$ cat src/sv/qdgcd_pkg.sv
// ----------------------------------------------------------------------------
// qdgcd_pkg: shared types and constants for the duration gcd unit
// Payload structs, sequencer states and fixed-point widths.
// ----------------------------------------------------------------------------
`default_nettype none

package qdgcd_pkg;

  localparam int unsigned FRAC_BITS = 16;
  localparam int unsigned DUR_W     = 32;
  localparam int unsigned SCALE_W   = 16;
  localparam int unsigned TICK_W    = 32;
  localparam int unsigned UNIT_W    = 48;

  // duration * scale, then one carry bit for the rounding add
  localparam int unsigned PROD_W    = DUR_W + SCALE_W;
  localparam int unsigned SUM_W     = PROD_W + 1;

  // shared divider: dividend is gcd << FRAC_BITS
  localparam int unsigned DIVD_W    = TICK_W + FRAC_BITS;
  localparam int unsigned CNT_W     = $clog2(DIVD_W + 1);

  localparam logic [SCALE_W-1:0] SCALE_RESET = SCALE_W'(1000);
  // smallest unit: ceil(2^FRAC_BITS / 10000), i.e. 1e-4
  localparam int unsigned        MIN_UNIT_I  = ((1 << FRAC_BITS) + 9999) / 10000;
  localparam logic [DIVD_W-1:0]  MIN_UNIT    = DIVD_W'(MIN_UNIT_I);
  localparam logic [SUM_W-1:0]   ROUND_HALF  = SUM_W'(1) << (FRAC_BITS - 1);

  typedef struct packed {
    logic [DUR_W-1:0] duration;
    logic             start_sequence;
  } qdgcd_in_t;

  typedef struct packed {
    logic [TICK_W-1:0] gcd_ticks;
    logic              has_unit;
    logic [UNIT_W-1:0] unit_q16;
  } qdgcd_out_t;

  typedef enum logic [2:0] {
    ST_IDLE,
    ST_MUL,
    ST_RND,
    ST_EUC,
    ST_UNIT,
    ST_DIV,
    ST_DONE
  } qdgcd_state_e;

  typedef enum logic {
    DIV_MOD,
    DIV_UNIT
  } qdgcd_div_mode_e;

endpackage

`default_nettype wire

$ cat src/sv/quantized_duration_gcd_unit.sv
// Sequence: duration registered, product formed, rounded to ticks, then Euclid modulo steps
//   and one unit division on the shared restoring divider, then the output register loads;
//   a first value or a zero tick count skips the Euclid steps, and a zero count with no value held skips both.
// Throughput: one beat at a time; the next beat is taken only once the result has loaded
//   and the sequencer is back in idle.
// Reset: async, active low; clears gcd, seen flag, output valid, sequencer; scale 1000.
// ----------------------------------------------------------------------------
// quantized_duration_gcd_unit
// Rounds scaled Q16.16 durations to ticks, keeps their running gcd and derives the unit from it.
// ----------------------------------------------------------------------------
`default_nettype none

module quantized_duration_gcd_unit
  import qdgcd_pkg::*;
(
  input  wire logic               clk_i,
  input  wire logic               rst_ni,
  input  wire logic               in_valid_i,
  output      logic               in_ready_o,
  input  wire qdgcd_in_t          in_data_i,
  output      logic               out_valid_o,
  input  wire logic               out_ready_i,
  output      qdgcd_out_t         out_data_o,
  input  wire logic               cfg_valid_i,
  output      logic               cfg_ready_o,
  input  wire logic [SCALE_W-1:0] cfg_data_i
);

  qdgcd_state_e    state_q, state_d;
  qdgcd_div_mode_e mode_q;

  logic [SCALE_W-1:0] scale_q;
  logic [SCALE_W-1:0] eff_scale;
  logic [DUR_W-1:0]   dur_q;
  logic [PROD_W-1:0]  prod_q;
  logic [TICK_W-1:0]  acc_q;
  logic               seen_q;
  logic [TICK_W-1:0]  gy_q;
  logic [UNIT_W-1:0]  unit_q;

  logic [TICK_W-1:0]  rem_q;
  logic [DIVD_W-1:0]  quo_q;
  logic [TICK_W-1:0]  den_q;
  logic [CNT_W-1:0]   cnt_q;

  logic               out_valid_q;
  qdgcd_out_t         out_data_q;

  logic               in_fire;
  logic               out_load;
  logic               div_last;

  logic [SUM_W-1:0]   round_sum;
  logic [SUM_W-1:0]   ticks_full;
  logic [TICK_W-1:0]  ticks;

  logic [TICK_W:0]    div_shift;
  logic [TICK_W:0]    div_diff;
  logic               div_ge;
  logic [TICK_W-1:0]  rem_d;
  logic [DIVD_W-1:0]  quo_d;
  logic [DIVD_W-1:0]  unit_clamped;

  assign cfg_ready_o = 1'b1;
  assign eff_scale   = (scale_q == '0) ? SCALE_W'(1) : scale_q;

  // round half up, then saturate to 32 bits
  assign round_sum  = {1'b0, prod_q} + ROUND_HALF;
  assign ticks_full = round_sum >> FRAC_BITS;
  assign ticks      = (ticks_full[SUM_W-1:TICK_W] != '0) ? '1 : ticks_full[TICK_W-1:0];

  // one restoring division step
  assign div_shift = {rem_q, quo_q[DIVD_W-1]};
  assign div_diff  = div_shift - {1'b0, den_q};
  assign div_ge    = ~div_diff[TICK_W];
  assign rem_d     = div_ge ? div_diff[TICK_W-1:0] : div_shift[TICK_W-1:0];
  assign quo_d     = {quo_q[DIVD_W-2:0], div_ge};
  assign div_last  = (cnt_q == CNT_W'(1));

  assign unit_clamped = (quo_d < MIN_UNIT) ? MIN_UNIT : quo_d;

  // next state
  always_comb begin
    state_d = state_q;
    case (state_q)
      ST_IDLE: begin
        if (in_valid_i) state_d = ST_MUL;
      end
      ST_MUL: state_d = ST_RND;
      ST_RND: begin
        if (ticks == '0) begin
          state_d = seen_q ? ST_UNIT : ST_DONE;
        end else begin
          state_d = seen_q ? ST_EUC : ST_UNIT;
        end
      end
      ST_EUC: begin
        state_d = (gy_q == '0) ? ST_UNIT : ST_DIV;
      end
      ST_UNIT: state_d = ST_DIV;
      ST_DIV: begin
        if (div_last) state_d = (mode_q == DIV_MOD) ? ST_EUC : ST_DONE;
      end
      ST_DONE: begin
        if (!out_valid_q || out_ready_i) state_d = ST_IDLE;
      end
      default: state_d = ST_IDLE;
    endcase
  end

  // handshake outputs of the sequencer
  always_comb begin
    in_ready_o = 1'b0;
    out_load   = 1'b0;
    case (state_q)
      ST_IDLE: in_ready_o = 1'b1;
      ST_DONE: out_load   = !out_valid_q || out_ready_i;
      default: begin
        in_ready_o = 1'b0;
        out_load   = 1'b0;
      end
    endcase
  end

  assign in_fire = in_valid_i && in_ready_o;

  always_ff @(posedge clk_i or negedge rst_ni) begin
    if (!rst_ni) begin
      state_q     <= ST_IDLE;
      scale_q     <= SCALE_RESET;
      acc_q       <= '0;
      seen_q      <= 1'b0;
      out_valid_q <= 1'b0;
      cnt_q       <= '0;
      mode_q      <= DIV_MOD;
    end else begin
      state_q <= state_d;
      if (cfg_valid_i && cfg_ready_o) scale_q <= cfg_data_i;

      if (out_load) begin
        out_valid_q <= 1'b1;
      end else if (out_ready_i) begin
        out_valid_q <= 1'b0;
      end

      case (state_q)
        ST_IDLE: begin
          if (in_fire && in_data_i.start_sequence) begin
            acc_q  <= '0;
            seen_q <= 1'b0;
          end
        end
        ST_RND: begin
          if (ticks != '0 && !seen_q) begin
            acc_q  <= ticks;
            seen_q <= 1'b1;
          end
        end
        ST_EUC: begin
          if (gy_q != '0) begin
            cnt_q  <= CNT_W'(TICK_W);
            mode_q <= DIV_MOD;
          end
        end
        ST_UNIT: begin
          cnt_q  <= CNT_W'(DIVD_W);
          mode_q <= DIV_UNIT;
        end
        ST_DIV: begin
          cnt_q <= cnt_q - CNT_W'(1);
          // advance Euclid: x <- y, y <- x mod y
          if (div_last && mode_q == DIV_MOD) acc_q <= gy_q;
        end
        default: begin
          cnt_q <= cnt_q;
        end
      endcase
    end
  end

  // payload registers
  always_ff @(posedge clk_i) begin
    case (state_q)
      ST_IDLE: begin
        if (in_fire) dur_q <= in_data_i.duration;
      end
      ST_MUL: prod_q <= PROD_W'(dur_q) * PROD_W'(eff_scale);
      ST_RND: gy_q <= ticks;
      ST_EUC: begin
        rem_q <= '0;
        quo_q <= {acc_q, {FRAC_BITS{1'b0}}};
        den_q <= gy_q;
      end
      ST_UNIT: begin
        rem_q <= '0;
        quo_q <= {acc_q, {FRAC_BITS{1'b0}}};
        den_q <= TICK_W'(eff_scale);
      end
      ST_DIV: begin
        rem_q <= rem_d;
        quo_q <= quo_d;
        if (div_last) begin
          if (mode_q == DIV_MOD) begin
            gy_q <= rem_d;
          end else begin
            unit_q <= unit_clamped[UNIT_W-1:0];
          end
        end
      end
      default: begin
        dur_q <= dur_q;
      end
    endcase

    if (out_load) begin
      out_data_q.gcd_ticks <= seen_q ? acc_q : '0;
      out_data_q.has_unit  <= seen_q;
      out_data_q.unit_q16  <= seen_q ? unit_q : '0;
    end
  end

  assign out_valid_o = out_valid_q;
  assign out_data_o  = out_data_q;

  a_no_unit_zero: assert property (@(posedge clk_i) disable iff (!rst_ni)
    out_valid_o && !out_data_o.has_unit |->
      out_data_o.gcd_ticks == '0 && out_data_o.unit_q16 == '0)
    else $error("result without unit carries nonzero fields");

  a_unit_min: assert property (@(posedge clk_i) disable iff (!rst_ni)
    out_valid_o && out_data_o.has_unit |->
      out_data_o.unit_q16 >= UNIT_W'(MIN_UNIT_I) && out_data_o.gcd_ticks != '0)
    else $error("reported unit below minimum or gcd zero");

  a_seen_acc: assert property (@(posedge clk_i) disable iff (!rst_ni)
    seen_q && state_q != ST_IDLE |-> acc_q != '0)
    else $error("gcd accumulator zero while a value was seen");

  a_div_active: assert property (@(posedge clk_i) disable iff (!rst_ni)
    state_q == ST_DIV |-> cnt_q != '0 && den_q != '0)
    else $error("divider running with zero count or zero divisor");

  a_load_idle: assert property (@(posedge clk_i) disable iff (!rst_ni)
    out_load |=> state_q == ST_IDLE && out_valid_q)
    else $error("result load did not return the sequencer to idle");

endmodule

`default_nettype wire

$ cat config.mk
export PLATFORM = sky130hd
export DESIGN_NAME = quantized_duration_gcd_unit
export DESIGN_NICKNAME = d
export VERILOG_FILES = /design/src/sv/qdgcd_pkg.sv /design/src/sv/quantized_duration_gcd_unit.sv
export SDC_FILE = /design/constraint.sdc
export NUM_CORES = 2
export LEC_CHECK = 0
export BUFFER_PORTS_ARGS = -buffer_cell sky130_fd_sc_hd__buf_2
export CAP_MARGIN = 10
export CORE_MARGIN = 10
export CORE_UTILIZATION = 40
export CTS_CLUSTER_DIAMETER = 30
export DETAILED_ROUTE_END_ITERATION = 6
export SYNTH_ARGS = -nofsm -noshare
export SYNTH_HDL_FRONTEND = slang
export SYNTH_SLANG_ARGS = --single-unit
$ cat constraint.sdc
create_clock -name clk_i -period 10 [get_ports clk_i]
set_clock_uncertainty 0.1 [all_clocks]
set_input_delay 0.5 -clock clk_i [delete_from_list [all_inputs] [get_ports clk_i]]
set_output_delay 0.5 -clock clk_i [all_outputs]
set_load 0.02 [all_outputs]
==> impl_summary.md <==
Status
The run finished with clean final reports.

Synth
Yosys mapped a number of flops with a built-in enable equal to between 300 and 400. Yosys instantiated no cell more often than sky130_fd_sc_hd__nand2_1. By count the netlist is led by sky130_fd_sc_hd__nand2_1, sky130_fd_sc_hd__inv_1, sky130_fd_sc_hd__fa_1, sky130_fd_sc_hd__edfxtp_1, sky130_fd_sc_hd__and2_1. The synthesized design contains between 300 and 400 register bits.

The top flip-flop cell by instance count after synthesis is sky130_fd_sc_hd__edfxtp_1. Of the post-synthesis cell area, the dominant cell type holds 0.303. In this run the mean area of a mapped cell was roughly 10 µm². The post-synthesis instance area is 33,500 µm². Counting every net in the synthesized netlist gives just under 4,000. The number of distinct library cells after synthesis is 79. The share of the yosys chip area belonging to registers is 0.348. In the post-synthesis netlist, the biggest area contributors are sky130_fd_sc_hd__edfxtp_1, sky130_fd_sc_hd__fa_1, sky130_fd_sc_hd__nand2_1, sky130_fd_sc_hd__and2_1, sky130_fd_sc_hd__ha_1. The proportion of register bits with asynchronous set or reset after synthesis is 0.151. Yosys printed 0 warnings.

The post-synthesis cell type with the largest combined area is sky130_fd_sc_hd__edfxtp_1. The number of instances in the synthesized netlist is about 3,300.

Critical path
At the worst endpoint, the required time is between 10,000 and 15,000 ps. At the worst endpoint, the arrival time is approximately 8000 ps. The top fanout value on the critical path is 35.

The worst setup path is launched from a flop. For the worst flop-to-flop path, the logic depth is 20. The stage delay of the slowest cell on the critical path is between 1000 and 1500 ps. Traced cell by cell, the critical path runs through nand2_1 -> fa_1 -> inv_1 -> fa_1 -> fa_1 -> fa_1 -> fa_1 -> inv_1 -> fa_1 -> inv_1 -> ha_1 -> nand4_1 -> or3_1 -> o2111a_1 -> a21oi_1 -> and2_1 -> a41o_1 -> a21o_1 -> a31oi_1 -> xnor2_1.

The slowest cell on the critical path is sky130_fd_sc_hd__dfstp_2. The kind of capture point of the worst setup path is a flop. The most repeated library cell on the critical path is sky130_fd_sc_hd__fa_1.

The critical path is of the reg -> reg type.

Global routing
The first global-routing pass estimated 137,000 µm of wire. The initial antenna violation count is 2. The via count of the first global-routing pass came to around 24,000.

After global routing the overflow that remains totals 0. The pin count of the biggest net entering global routing is between 80 and 90. For this run, the total global-route usage over all layers was measured as 0.181.

Place
The count of buffers added on input and output ports is approximately 140. The detailed placement HPWL is between 60,000 and 70,000 µm. At the end of routability-driven placement, the weighted congestion stood at 0.828.

Routing
The count of nets left with antenna violations once routing finished came out at 0. Before antenna repair, the detailed router went through 5 iterations. The average via count per standard cell is 5.06. The routed wire length is around 84,000 µm. After detailed routing, the number of remaining DRC violations is 0.

The initial detailed-routing violation count is roughly 1,600. The routed wirelength normalized by instance count is between 15 and 20 µm. The routed via count is about 23,000.

Clocking
The number of levels the H-tree was split into is 3. The number of gates resized after cts is 0. No sink is reached through more buffers than the 3 on the longest clock path.

At the later pin of the worst-skew pair, clock insertion delay measures approximately 650 ps. The number of buffers inserted during clock tree synthesis is 85. After clock tree synthesis, the clock-pin slew on the worst setup and hold paths is 40 ps. The clock sink count is roughly 400. The cell sitting at the root of the clock tree is a sky130_fd_sc_hd__clkbuf_16. TritonCTS built the clock tree.

Floorplan
The starting density of the core is 0.402. The die covers roughly 96,000 µm². The floorplan step set the die width to about 310 µm. The top-level port count is ~140. The area of the core is roughly 83,000 µm².

The die span in y is 310 µm. The site row count is between 100 and 150.

STA
The number of pins exceeding their max-slew limit in the final report is 0. Setup violations remaining at the end of the flow were counted as 0. Measured against its own limit, the worst slew margin works out to 0.210. At the pin with the least slew margin, the transition time is between 1000 and 1500 ps.

Summed over all failing endpoints, the final setup total negative slack is 0 ps. The ratio of final minimum period to clock period is 0.756. The number of hold violations in the final report is 0. The peak clock frequency supported by timing is 132 MHz. Setup repair after global routing left no endpoint under its margin.

For the finished layout, the period the worst path requires is 7560 ps.

Final layout
The fraction of layout instances using a drive strength above 1 is 0.101. The repair_antennas step left the layout with diodes totalling 0. In the final layout, flip-flops and latches occupy around 12,000 µm². The filler cells instantiated in the layout total 7,773. The area overhead of the layout relative to synthesis is 14.7%. In the final layout, the multi-input gates occupy slightly below 20,000 µm². For this run, the post-layout net count is 4,009.

Run
The number of max-cap violations is 0.

Min path
The number of stages on the worst hold path is 2. The min-delay analysis places its worst path in the category in -> reg.
==> metal layers <==
layer | share of wire | routed length (µm) | up-vias | GRT usage
li1 | - | - | 10700 | -
met1 | 0.45 | 37500 | 11500 | 0.249
met2 | 0.47 | 39600 | 650 | 0.297
met3 | 0.063 | 5260 | 102 | 0.0288
met4 | 0.018 | 1490 | 0 | 0.0443
met5 | 0 | 0 | - | 0
==> final timing paths <==
check                               start           to  slack (ps)
max                            scale_q[7]   prod_q[47]        2440
min                        cfg_data_i[12]  scale_q[12]          30
max reg2reg                    scale_q[7]   prod_q[47]        2440
min reg2reg                     quo_q[19]   unit_q[20]         370
max in group asynchronous          rst_ni   scale_q[4]        8620
min in group asynchronous          rst_ni       mode_q         530
==> critical path, delay by kind of cell (launching register included) <==
| family | cells | cell delay [ps] |
|---|---|---|
| adder cells (fa/ha/maj) | 7 | 3380 |
| buffers and inverters | 3 | 140 |
| AND/OR/NAND/NOR | 4 | 1160 |
| XOR/XNOR | 1 | 140 |
| AO/OA/AOI/OAI | 5 | 1190 |
| flip-flops | 1 | 1200 |
==> area by class of cell <==
class,count,share of cell area
tap,1080,0.0351
sequential,398,0.303
clock inverter,51,0.0169
timing repair buffer,211,0.0352
clock buffer,108,0.0602
inverter,491,0.0479
multi-input combinational,2195,0.502
==> state kept, by name, summed over array words and instances, names as in the netlist <==
register	cells
dur_q	32
seen_q	1
acc_q	32
quo_q	48
state_q	3
mode_q	1
unit_q	48
out_data_o	81
out_valid_o	1
den_q	32
prod_q	33
scale_q	16
cnt_q	6
gy_q	32
rem_q	32
==> kinds of logic (layout without fill, tap and decap cells) <==
| family | count (synthesis) | in the layout | synth area share |
|---|---|---|---|
| AOI/OAI and AO/OA | 324 | 324 | 0.0612 |
| and+or+nand+nor | 1162 | 1162 | 0.167 |
| adders and majority gates | 573 | 573 | 0.307 |
| muxes | 51 | 51 | 0.0159 |
| buffers and inverters | 692 | 861 | 0.0784 |
| other | 1 | 1 | 0.000112 |
| DFF | 398 | 398 | 0.348 |
| xor gates and xnor gates | 84 | 84 | 0.0225 |
==> repair_timing <==
item,4_1_cts,5_1_grt
hold endpoints to repair,82,0
setup buffers,0,0
hold buffers,44,0
==> per-stage QoR <==
stage | setup slack [ps] | cell area [µm²] | hold WS (ps) | cells | util
finish | 2440 | 38500 | 28.3 | 4534 | 0.461
global route | 2090 | 38500 | 19.0 | 4534 | 0.461
CTS | 2470 | 38500 | 0.797 | 4534 | 0.461
detailed placement | 2560 | 35100 | 369 | 4331 | 0.420
global placement | 2640 | 35100 | 360 | 4331 | 0.420
floorplan | 2880 | 33500 | 104 | 3285 | -
==> cells in the final DEF, fill, tap and decap left out, types with 51 or more instances in the layout <==
cell type,synthesis,layout
sky130_fd_sc_hd__ha_1,155,155
sky130_fd_sc_hd__buf_2,2,136
sky130_fd_sc_hd__and2_1,320,318
sky130_fd_sc_hd__edfxtp_1,338,338
sky130_fd_sc_hd__inv_1,489,489
sky130_fd_sc_hd__a21oi_1,89,88
sky130_fd_sc_hd__fa_1,418,418
sky130_fd_sc_hd__clkbuf_16,0,88
sky130_fd_sc_hd__nor2_1,100,100
sky130_fd_sc_hd__nand2_1,564,563
sky130_fd_sc_hd__dfrtp_1,54,51
Power is not shown: default switching activity piles up to over one toggle a cycle in this logic, so the estimate is an artifact.
